==> src/rtl/core/tmb_pkg.sv <==
`default_nettype none

package tmb_pkg;

    // tick field widths
    localparam int PRICE_W = 31;
    localparam int DATE_W  = 27;
    localparam int TIME_W  = 28;
    localparam int VOL_W   = 48;
    localparam int TURN_W  = 56;

    // bar quantity width, two's complement
    localparam int BAR_W = 64;

    // time of day modulo one minute code, and the factor magnitude of a share term
    localparam int MOD_W  = 17;
    localparam int FMAG_W = 17;

    // exact product of a quantity difference and a time factor
    localparam int PROD_W = TURN_W + FMAG_W;

    // step counter of the serial multiply and divide
    localparam int CNT_W = $clog2(PROD_W);

    localparam logic [MOD_W-1:0]  MINUTE_MS  = MOD_W'(60000);
    localparam logic [TIME_W-1:0] MINUTE_MOD = TIME_W'(100000);

    // slave-side word layout, lowest bit first
    localparam int S_PRICE_LSB  = 0;
    localparam int S_DATE_LSB   = S_PRICE_LSB + PRICE_W;
    localparam int S_TIME_LSB   = S_DATE_LSB + DATE_W;
    localparam int S_VOL_LSB    = S_TIME_LSB + TIME_W;
    localparam int S_TURN_LSB   = S_VOL_LSB + VOL_W;
    localparam int S_FIELDS_W   = S_TURN_LSB + TURN_W;
    localparam int S_DATA_W     = ((S_FIELDS_W + 7) / 8) * 8;

    // master-side word layout, lowest bit first
    localparam int M_FIELDS_W = DATE_W + TIME_W + 5 * PRICE_W + 2 * BAR_W;
    localparam int M_DATA_W   = ((M_FIELDS_W + 7) / 8) * 8;

endpackage

`default_nettype wire

==> src/rtl/core/tick_to_minute_bar.sv <==
`default_nettype none

// One-minute bar builder. Ticks arrive on the slave side, one per word; s_tuser is
// high on the first tick of a new minute, and that tick closes the minute before it
// and comes out as one bar word on the master side (no bar before a minute has been
// opened, and the first marked tick after some traffic only opens one). Volume and
// turnover are shared out by time at the minute edges, each share term being
// (dQ * time factor) / dt, formed exactly and truncated toward zero; a zero dt gives
// a zero term. Time reduction, multiply and divide run one bit per cycle through a
// single restoring divider and a shift-add multiplier. Every tick first reduces its
// time modulo 100000 on the divider and is then stored; only after that is the next
// tick taken. Between the two, a closing tick runs four share terms, each a setup,
// 17 multiply steps, 73 divide steps and an accumulate; an opening-edge term whose
// pre-minute quantity is zero is skipped at its setup instead. The bar sits in an
// output register; the next tick is taken while it waits, and only a second bar
// stalls until the first has been read.
module tick_to_minute_bar
    import tmb_pkg::*;
(
    input  logic                clk,
    input  logic                rst_n,

    input  logic                s_tvalid,
    output logic                s_tready,
    // price, tick_date, tick_time, cum_volume, cum_turnover, zero fill
    input  logic [S_DATA_W-1:0] s_tdata,
    // new_minute
    input  logic                s_tuser,

    output logic                m_tvalid,
    input  logic                m_tready,
    // bar_date, bar_time, pre_close, open_price, close_price, high_price, low_price,
    // bar_volume, bar_turnover, zero fill
    output logic [M_DATA_W-1:0] m_tdata
);

    localparam logic [2:0] ST_IDLE   = 3'd0;
    localparam logic [2:0] ST_MOD    = 3'd1;
    localparam logic [2:0] ST_SETUP  = 3'd2;
    localparam logic [2:0] ST_MUL    = 3'd3;
    localparam logic [2:0] ST_DIV    = 3'd4;
    localparam logic [2:0] ST_ACCUM  = 3'd5;
    localparam logic [2:0] ST_UPDATE = 3'd6;

    // share terms in the order they run; bit 0 marks the closing edge, bit 1 turnover
    localparam logic [1:0] TERM_VOL_FIRST  = 2'd0;
    localparam logic [1:0] TERM_VOL_EDGE   = 2'd1;
    localparam logic [1:0] TERM_TURN_FIRST = 2'd2;
    localparam logic [1:0] TERM_TURN_EDGE  = 2'd3;

    logic [2:0]           state_reg, state_next;
    logic                 bar_open_reg;
    logic                 seen_reg;
    logic                 m_tvalid_reg;
    logic [M_DATA_W-1:0]  m_tdata_reg;

    // tick being worked on
    logic [PRICE_W-1:0]   cur_price_reg;
    logic [DATE_W-1:0]    cur_date_reg;
    logic [TIME_W-1:0]    cur_time_reg;
    logic [VOL_W-1:0]     cur_vol_reg;
    logic [TURN_W-1:0]    cur_turn_reg;
    logic                 cur_mark_reg;
    logic [MOD_W-1:0]     cur_mod_reg;

    // tick before the minute
    logic [PRICE_W-1:0]   st_price_reg;
    logic [TIME_W-1:0]    st_time_reg;
    logic [VOL_W-1:0]     st_vol_reg;
    logic [TURN_W-1:0]    st_turn_reg;

    // first tick of the minute
    logic [PRICE_W-1:0]   fs_price_reg;
    logic [TIME_W-1:0]    fs_time_reg;
    logic [VOL_W-1:0]     fs_vol_reg;
    logic [TURN_W-1:0]    fs_turn_reg;
    logic [MOD_W-1:0]     fs_mod_reg;

    // latest tick
    logic [PRICE_W-1:0]   ls_price_reg;
    logic [TIME_W-1:0]    ls_time_reg;
    logic [VOL_W-1:0]     ls_vol_reg;
    logic [TURN_W-1:0]    ls_turn_reg;
    logic [MOD_W-1:0]     ls_mod_reg;

    logic [PRICE_W-1:0]   high_reg;
    logic [PRICE_W-1:0]   low_reg;

    // serial arithmetic
    logic [CNT_W-1:0]     cnt_reg;
    logic [1:0]           term_reg;
    logic [PROD_W-1:0]    prod_reg;
    logic [FMAG_W-1:0]    fsh_reg;
    logic [TURN_W-1:0]    mag_reg;
    logic [TIME_W-1:0]    dvs_reg;
    logic [TIME_W-1:0]    rem_reg;
    logic [BAR_W-1:0]     quo_reg;
    logic                 neg_reg;
    logic                 dzero_reg;
    logic [BAR_W-1:0]     acc_vol_reg;
    logic [BAR_W-1:0]     acc_turn_reg;

    // share term operands
    logic                 op_edge;
    logic                 op_turn;
    logic [TURN_W-1:0]    op_hi;
    logic [TURN_W-1:0]    op_lo;
    logic [TIME_W-1:0]    op_thi;
    logic [TIME_W-1:0]    op_tlo;
    logic [FMAG_W-1:0]    op_fmag;
    logic                 op_fneg;
    logic                 op_skip;
    logic [TURN_W-1:0]    op_mag;
    logic [TIME_W-1:0]    op_dmag;

    logic [TIME_W:0]      trial;
    logic [TIME_W:0]      trial_diff;
    logic                 div_ge;
    logic [TIME_W-1:0]    rem_step;
    logic [PROD_W-1:0]    prod_mul;
    logic [BAR_W-1:0]     addend;
    logic [BAR_W-1:0]     acc_sum;
    logic [BAR_W-1:0]     vol_base;
    logic [BAR_W-1:0]     turn_base;

    logic                 cnt_done;
    logic                 emit;
    logic                 upd_go;

    assign s_tready = (state_reg == ST_IDLE);
    assign m_tvalid = m_tvalid_reg;
    assign m_tdata  = m_tdata_reg;

    assign cnt_done = (cnt_reg == '0);
    assign emit     = cur_mark_reg && bar_open_reg;
    // a second bar waits until the first one has been read
    assign upd_go   = (state_reg == ST_UPDATE) && !(emit && m_tvalid_reg && !m_tready);

    // operand selection for the current share term
    always_comb
    begin
        op_edge = term_reg[0];
        op_turn = term_reg[1];
        if (op_edge)
        begin
            // closing edge: marking tick against latest tick, factor 60000 - time mod
            op_hi  = op_turn ? cur_turn_reg : TURN_W'(cur_vol_reg);
            op_lo  = op_turn ? ls_turn_reg : TURN_W'(ls_vol_reg);
            op_thi = cur_time_reg;
            op_tlo = ls_time_reg;
            if (ls_mod_reg <= MINUTE_MS)
            begin
                op_fmag = MINUTE_MS - ls_mod_reg;
                op_fneg = 1'b0;
            end
            else
            begin
                op_fmag = ls_mod_reg - MINUTE_MS;
                op_fneg = 1'b1;
            end
            op_skip = 1'b0;
        end
        else
        begin
            // opening edge: first tick against the tick before the minute
            op_hi   = op_turn ? fs_turn_reg : TURN_W'(fs_vol_reg);
            op_lo   = op_turn ? st_turn_reg : TURN_W'(st_vol_reg);
            op_thi  = fs_time_reg;
            op_tlo  = st_time_reg;
            op_fmag = fs_mod_reg;
            op_fneg = 1'b0;
            // zero pre-minute quantity: only the closing edge is shared out
            op_skip = (op_lo == '0);
        end
        op_mag  = (op_hi >= op_lo) ? (op_hi - op_lo) : (op_lo - op_hi);
        op_dmag = (op_thi >= op_tlo) ? (op_thi - op_tlo) : (op_tlo - op_thi);
    end

    // one restoring divide step, one shift-add multiply step, one accumulate
    always_comb
    begin
        trial      = {rem_reg, prod_reg[PROD_W-1]};
        trial_diff = trial - {1'b0, dvs_reg};
        div_ge     = (trial >= {1'b0, dvs_reg});
        rem_step   = div_ge ? trial_diff[TIME_W-1:0] : trial[TIME_W-1:0];

        prod_mul = {prod_reg[PROD_W-2:0], 1'b0}
                 + (fsh_reg[FMAG_W-1] ? PROD_W'(mag_reg) : PROD_W'(0));

        // conditional negate folded into the adder carry
        addend  = dzero_reg ? '0 : (quo_reg ^ {BAR_W{neg_reg}});
        acc_sum = (op_turn ? acc_turn_reg : acc_vol_reg) + addend
                + BAR_W'(neg_reg && !dzero_reg);

        // latest-tick quantity, less first-tick quantity when the minute has a start
        vol_base  = BAR_W'(ls_vol_reg)
                  - ((st_vol_reg == '0) ? BAR_W'(0) : BAR_W'(fs_vol_reg));
        turn_base = BAR_W'(ls_turn_reg)
                  - ((st_turn_reg == '0) ? BAR_W'(0) : BAR_W'(fs_turn_reg));
    end

    always_comb
    begin
        state_next = state_reg;
        unique case (state_reg)
            ST_IDLE:
            begin
                if (s_tvalid)
                    state_next = ST_MOD;
            end
            ST_MOD:
            begin
                if (cnt_done)
                    state_next = emit ? ST_SETUP : ST_UPDATE;
            end
            ST_SETUP:
            begin
                if (!op_skip)
                    state_next = ST_MUL;
            end
            ST_MUL:
            begin
                if (cnt_done)
                    state_next = ST_DIV;
            end
            ST_DIV:
            begin
                if (cnt_done)
                    state_next = ST_ACCUM;
            end
            ST_ACCUM:
            begin
                state_next = (term_reg == TERM_TURN_EDGE) ? ST_UPDATE : ST_SETUP;
            end
            ST_UPDATE:
            begin
                if (upd_go)
                    state_next = ST_IDLE;
            end
            default:
            begin
                state_next = ST_IDLE;
            end
        endcase
    end

    always_ff @(posedge clk or negedge rst_n)
    begin
        if (!rst_n)
        begin
            state_reg    <= ST_IDLE;
            bar_open_reg <= 1'b0;
            seen_reg     <= 1'b0;
            m_tvalid_reg <= 1'b0;
        end
        else
        begin
            state_reg <= state_next;
            if (upd_go)
            begin
                seen_reg <= 1'b1;
                if (cur_mark_reg && seen_reg)
                    bar_open_reg <= 1'b1;
            end
            if (upd_go && emit)
                m_tvalid_reg <= 1'b1;
            else if (m_tready)
                m_tvalid_reg <= 1'b0;
        end
    end

    always_ff @(posedge clk)
    begin
        case (state_reg)
            ST_IDLE:
            begin
                if (s_tvalid)
                begin
                    cur_price_reg <= s_tdata[S_PRICE_LSB +: PRICE_W];
                    cur_date_reg  <= s_tdata[S_DATE_LSB +: DATE_W];
                    cur_time_reg  <= s_tdata[S_TIME_LSB +: TIME_W];
                    cur_vol_reg   <= s_tdata[S_VOL_LSB +: VOL_W];
                    cur_turn_reg  <= s_tdata[S_TURN_LSB +: TURN_W];
                    cur_mark_reg  <= s_tuser;
                    // time reduced modulo 100000 on the divider, msb first
                    prod_reg      <= {s_tdata[S_TIME_LSB +: TIME_W], (PROD_W-TIME_W)'(0)};
                    rem_reg       <= '0;
                    dvs_reg       <= MINUTE_MOD;
                    cnt_reg       <= CNT_W'(TIME_W - 1);
                end
            end
            ST_MOD:
            begin
                prod_reg <= {prod_reg[PROD_W-2:0], 1'b0};
                rem_reg  <= rem_step;
                cnt_reg  <= cnt_reg - 1'b1;
                if (cnt_done)
                begin
                    cur_mod_reg  <= rem_step[MOD_W-1:0];
                    acc_vol_reg  <= vol_base;
                    acc_turn_reg <= turn_base;
                    term_reg     <= TERM_VOL_FIRST;
                end
            end
            ST_SETUP:
            begin
                if (op_skip)
                begin
                    term_reg <= term_reg + 1'b1;
                end
                else
                begin
                    mag_reg   <= op_mag;
                    fsh_reg   <= op_fmag;
                    dvs_reg   <= op_dmag;
                    neg_reg   <= (op_hi < op_lo) ^ op_fneg ^ (op_thi < op_tlo);
                    dzero_reg <= (op_thi == op_tlo);
                    prod_reg  <= '0;
                    cnt_reg   <= CNT_W'(FMAG_W - 1);
                end
            end
            ST_MUL:
            begin
                prod_reg <= prod_mul;
                fsh_reg  <= {fsh_reg[FMAG_W-2:0], 1'b0};
                if (cnt_done)
                begin
                    rem_reg <= '0;
                    cnt_reg <= CNT_W'(PROD_W - 1);
                end
                else
                begin
                    cnt_reg <= cnt_reg - 1'b1;
                end
            end
            ST_DIV:
            begin
                // quotient bits above the bar width drop off the top
                prod_reg <= {prod_reg[PROD_W-2:0], 1'b0};
                rem_reg  <= rem_step;
                quo_reg  <= {quo_reg[BAR_W-2:0], div_ge};
                cnt_reg  <= cnt_reg - 1'b1;
            end
            ST_ACCUM:
            begin
                if (op_turn)
                    acc_turn_reg <= acc_sum;
                else
                    acc_vol_reg <= acc_sum;
                term_reg <= term_reg + 1'b1;
            end
            ST_UPDATE:
            begin
                if (upd_go)
                begin
                    if (emit)
                        m_tdata_reg <= {{(M_DATA_W-M_FIELDS_W){1'b0}},
                                        acc_turn_reg, acc_vol_reg,
                                        low_reg, high_reg,
                                        ls_price_reg, fs_price_reg, st_price_reg,
                                        ls_time_reg, cur_date_reg};
                    if (cur_mark_reg)
                    begin
                        if (seen_reg)
                        begin
                            st_price_reg <= ls_price_reg;
                            st_time_reg  <= ls_time_reg;
                            st_vol_reg   <= ls_vol_reg;
                            st_turn_reg  <= ls_turn_reg;
                            fs_price_reg <= cur_price_reg;
                            fs_time_reg  <= cur_time_reg;
                            fs_vol_reg   <= cur_vol_reg;
                            fs_turn_reg  <= cur_turn_reg;
                            fs_mod_reg   <= cur_mod_reg;
                            high_reg     <= cur_price_reg;
                            low_reg      <= cur_price_reg;
                        end
                    end
                    else if (bar_open_reg)
                    begin
                        if (cur_price_reg > high_reg)
                            high_reg <= cur_price_reg;
                        if (cur_price_reg < low_reg)
                            low_reg <= cur_price_reg;
                    end
                    ls_price_reg <= cur_price_reg;
                    ls_time_reg  <= cur_time_reg;
                    ls_vol_reg   <= cur_vol_reg;
                    ls_turn_reg  <= cur_turn_reg;
                    ls_mod_reg   <= cur_mod_reg;
                end
            end
            default:
            begin
            end
        endcase
    end

endmodule

`default_nettype wire

==> config.mk <==
export PLATFORM = sky130hd
export DESIGN_NAME = tick_to_minute_bar
export DESIGN_NICKNAME = d
export VERILOG_FILES = /design/src/rtl/core/tmb_pkg.sv /design/src/rtl/core/tick_to_minute_bar.sv
export SDC_FILE = /design/constraint.sdc
export NUM_CORES = 2
export LEC_CHECK = 0
export ABC_AREA = 0
export BUFFER_PORTS_ARGS = -buffer_cell sky130_fd_sc_hd__buf_2
export CELL_PAD_IN_SITES_DETAIL_PLACEMENT = 1
export CELL_PAD_IN_SITES_GLOBAL_PLACEMENT = 1
export CORE_MARGIN = 1
export CORE_UTILIZATION = 43
export DETAILED_ROUTE_END_ITERATION = 7
export HOLD_SLACK_MARGIN = 0.08
export PLACE_DENSITY = 0.81
export SYNTH_ARGS = -nofsm -noshare
export SYNTH_HDL_FRONTEND = slang
export SYNTH_SLANG_ARGS = --single-unit
==> constraint.sdc <==
create_clock -name clk -period 18.51 [get_ports clk]
set_input_delay 0.9255 -clock clk [delete_from_list [all_inputs] [get_ports clk]]
set_output_delay 0.9255 -clock clk [all_outputs]
set_load 0.01 [all_outputs]
==> impl_metrics.py <==
metrics = {
    "sta": {
        "relSlewSlack_pct": 13.9,
        "tns_ns": 0,
        "holdWs_ns": 0.252,
        "finalClockSkew_ns": 0.0668,
        "finalCriticalPeriod_ns": 7.64,
        "hold_violations": 0,
        "max_freq_ghz": 0.131,
        "period_share_pct": 41.3,
        "worst_slew_pin_slew_ns": 1.29,
        "slew_violations": 0,
        "rsz0062_at_grt": "false",
        "setup_viol": 0,
    },
    "synthesis": {
        "post-synth-top-count-cell": "edfxtp_1",
        "syn-mean-instance-area_um2": 11.9,
        "ys_ff_latch": 1542,
        "yosysSeqAreaShare_pct": 56.4,
        "yosys.area.top_type": "edfxtp_1",
        "synthArstFlopShare_pct": 0.389,
        "ys_top_cells_by_count": "1536 x edfxtp_1, 600 x nand2_1, 541 x a21oi_1",
        "synth_flop_cell": "edfxtp_1",
        "synth_top_area_share_pct": 56.2,
        "synth_area_um2": 82000,
        "synth-edff-count": 1536,
        "syn_inst": 6876,
        "synth_warnings": 0,
        "synth_area_leaders": "edfxtp_1 56%, ha_1 7.3%, a21oi_1 3.3%, nand2_1 2.7%, o21ai_0 2.7%",
        "ys_types": 88,
    },
    "setup_path": {
        "crit_required_ns": 19.11,
        "cp-start-kind": "flop",
        "arrival_ns": 8.25,
        "critPathKind": "flop to flop",
        "critPathMaxFanout": 60,
        "end_kind": "flop",
    },
    "clock_network": {
        "htreeDepth": 4,
        "clock_sinks": 1542,
        "clockBufferDepth": 3,
        "cts_tree": "done",
        "cts_buffers": 164,
        "cts_setup_buffers": 0,
        "clk_pin_slew_ns": 0.07,
        "ctsHoldBuffers": 1,
        "clk_latency_ns": 0.84,
        "cts_resized": 0,
        "clockRootBuffer": "clkbuf_16",
    },
    "floorplan": {
        "core_area_um2": 189000,
        "fp.dieArea_um2": 193000,
        "die_x_um": 439,
        "start_util_pct": 43.5,
        "num_rows": 159,
        "io_pins": 543,
        "fp.dieH_um": 439,
    },
    "power": {
        "combPwrFrac_pct": 27.7,
        "p_seq_share_pct": 40.3,
        "p_per_area_nw_per_um2": 117,
        "clkPwrFrac_pct": 32.0,
        "max-vdd-ir-drop_v": 0.0000763,
        "switching_share_pct": 33.0,
        "p_leak_nw": 35.8,
        "switchingPower_mw": 3.58,
        "intPower_mw": 7.27,
    },
    "detailed_routing": {
        "drt_wl_total_um": 271000,
        "drtIter0Drc": 4747,
        "wl_per_cell_um": 27.1,
        "vias_per_cell": 5.93,
        "drtAntennaViolNets": 0,
        "drc_errors": 0,
        "dr.pass1.iters": 5,
        "dr_total_vias": 59259,
    },
    "hold_path": {
        "hold_path_class": "input port to flop",
    },
    "place": {
        "place.gp.congestion": 0.958,
        "post-dp-hpwl_um": 202000,
        "dp.cells": 9674,
        "io_buffers": 534,
        "dpl-instance-area_um2": 87300,
    },
    "final_layout": {
        "fillers": 19780,
        "syn2layout_area_growth_pct": 13.4,
        "largest_reg_flops": 338,
        "fin_cells": 9990,
        "design_area_um2": 93000,
        "nets": 8034,
        "drive_gt1_share_pct": 15.0,
    },
    "grt": {
        "grt_pass1_wl_um": 403000,
        "grt_pass1_vias": 62292,
        "antenna_found_initial": 19,
        "grt-ovfl-total": 0,
        "grt_use_total_pct": 27.7,
        "grt_max_degree": 168,
    },
    "status": {
        "outcome": "finished clean",
    },
    "run": {
        "maxCapViolCount": 0,
    },
}
-- logic make-up after synthesis --
| group | after synthesis | synth area share [%] |
|---|---|---|
| buffers and inverters | 686 | 3.22 |
| and+or+nand+nor | 1662 | 9.54 |
| xor gates and xnor gates | 375 | 4.00 |
| muxes | 307 | 5.36 |
| DFF | 1542 | 56.4 |
| AOI/OAI and AO/OA | 1812 | 13.9 |
| adders and majority gates | 491 | 7.58 |
| other | 1 | 0.00457 |
-- cells in the final DEF (no fill, tap or decap), drive strengths merged, types with 39 or more instances in the layout --
cell / instances
a211oi: 39
inv: 391
edfxtp: 1536
nor2: 375
and2: 105
buf: 599
a21oi: 544
and3: 41
nand2: 600
o211ai: 39
nor2b: 53
o31ai: 43
o21ai: 448
nand4: 122
xnor2: 252
nor3: 86
o21a: 54
o21bai: 93
a21o: 242
xor2: 123
mux4: 96
nor4: 55
clkinv: 69
nand2b: 48
mux2: 101
clkbuf: 194
mux2i: 110
ha: 481
a31oi: 59
nand3: 80
-- worst paths after layout --
path                                 start        endpoint  slack (ns)  cells past startpoint
min                            s_tdata[87]  cur_vol_reg[1]        0.25                      1
max                            term_reg[1]     mag_reg[54]       10.87                     17
min in group asynchronous            rst_n    state_reg[0]        0.53                      2
min reg2reg                st_price_reg[0]     m_tdata[55]        0.42                      0
max in group asynchronous            rst_n    state_reg[1]       17.82                      2
max reg2reg                    term_reg[1]     mag_reg[54]       10.87                     17
-- through the flow --
stage / util [%] / setup slack, ns / power (mW)
4_1_cts: 49.3 / 10.91 / 10.9
3_5_place_dp: 46.3 / 10.97 / 7.39
3_3_place_gp: 46.3 / 11.03 / 7.27
5_1_grt: 49.3 / 10.54 / 11.3
6_report: 49.3 / 10.87 / 10.9
2_1_floorplan: - / 2.34 / 6.46
-- power groups by stage --
stage               Clock [mW]  Sequential [mW]  Combinational, mW
finish                    3.47             4.38               3.01
global route              3.64             4.40               3.27
CTS                       3.53             4.37               2.98
detailed placement           0             4.44               2.94
global placement             0             4.43               2.84
floorplan                    0             4.38               2.08
-- area by class of cell --
cell class,count,area [um^2],share of cell area [%]
clock inverter,113,1420,1.53
antenna,8,20.0,0.0215
sequential,1542,46300,49.7
tap,2495,3120,3.36
timing repair buffer,600,3210,3.45
clock buffer,194,4240,4.56
multi-input combinational,4653,33300,35.8
inverter,385,1450,1.56
-- worst max-delay path, cell delays in order (launching register included) --
cell	delay, ns
edfxtp_1	0.32
buf_4	0.68
buf_4	0.88
mux4_2	0.66
ha_1	0.55
inv_1	0.24
nor3_1	0.50
nand2_1	0.19
o21ai_0	0.38
a41oi_1	0.18
buf_4	0.24
nand2_2	0.06
buf_4	0.63
mux2i_1	0.47
a32oi_1	0.16
buf_4	0.21
o32ai_1	0.51
xor2_1	0.39
-- per-layer routing --
metal	wire (um)	track usage, %	vias to the layer above
li1	-	-	26712
met1	107000	33.6	30051
met2	137000	48.7	1972
met3	13200	3.51	516
met4	14100	13.1	8
met5	56	0	-
Power figures use the tool's default switching activity.
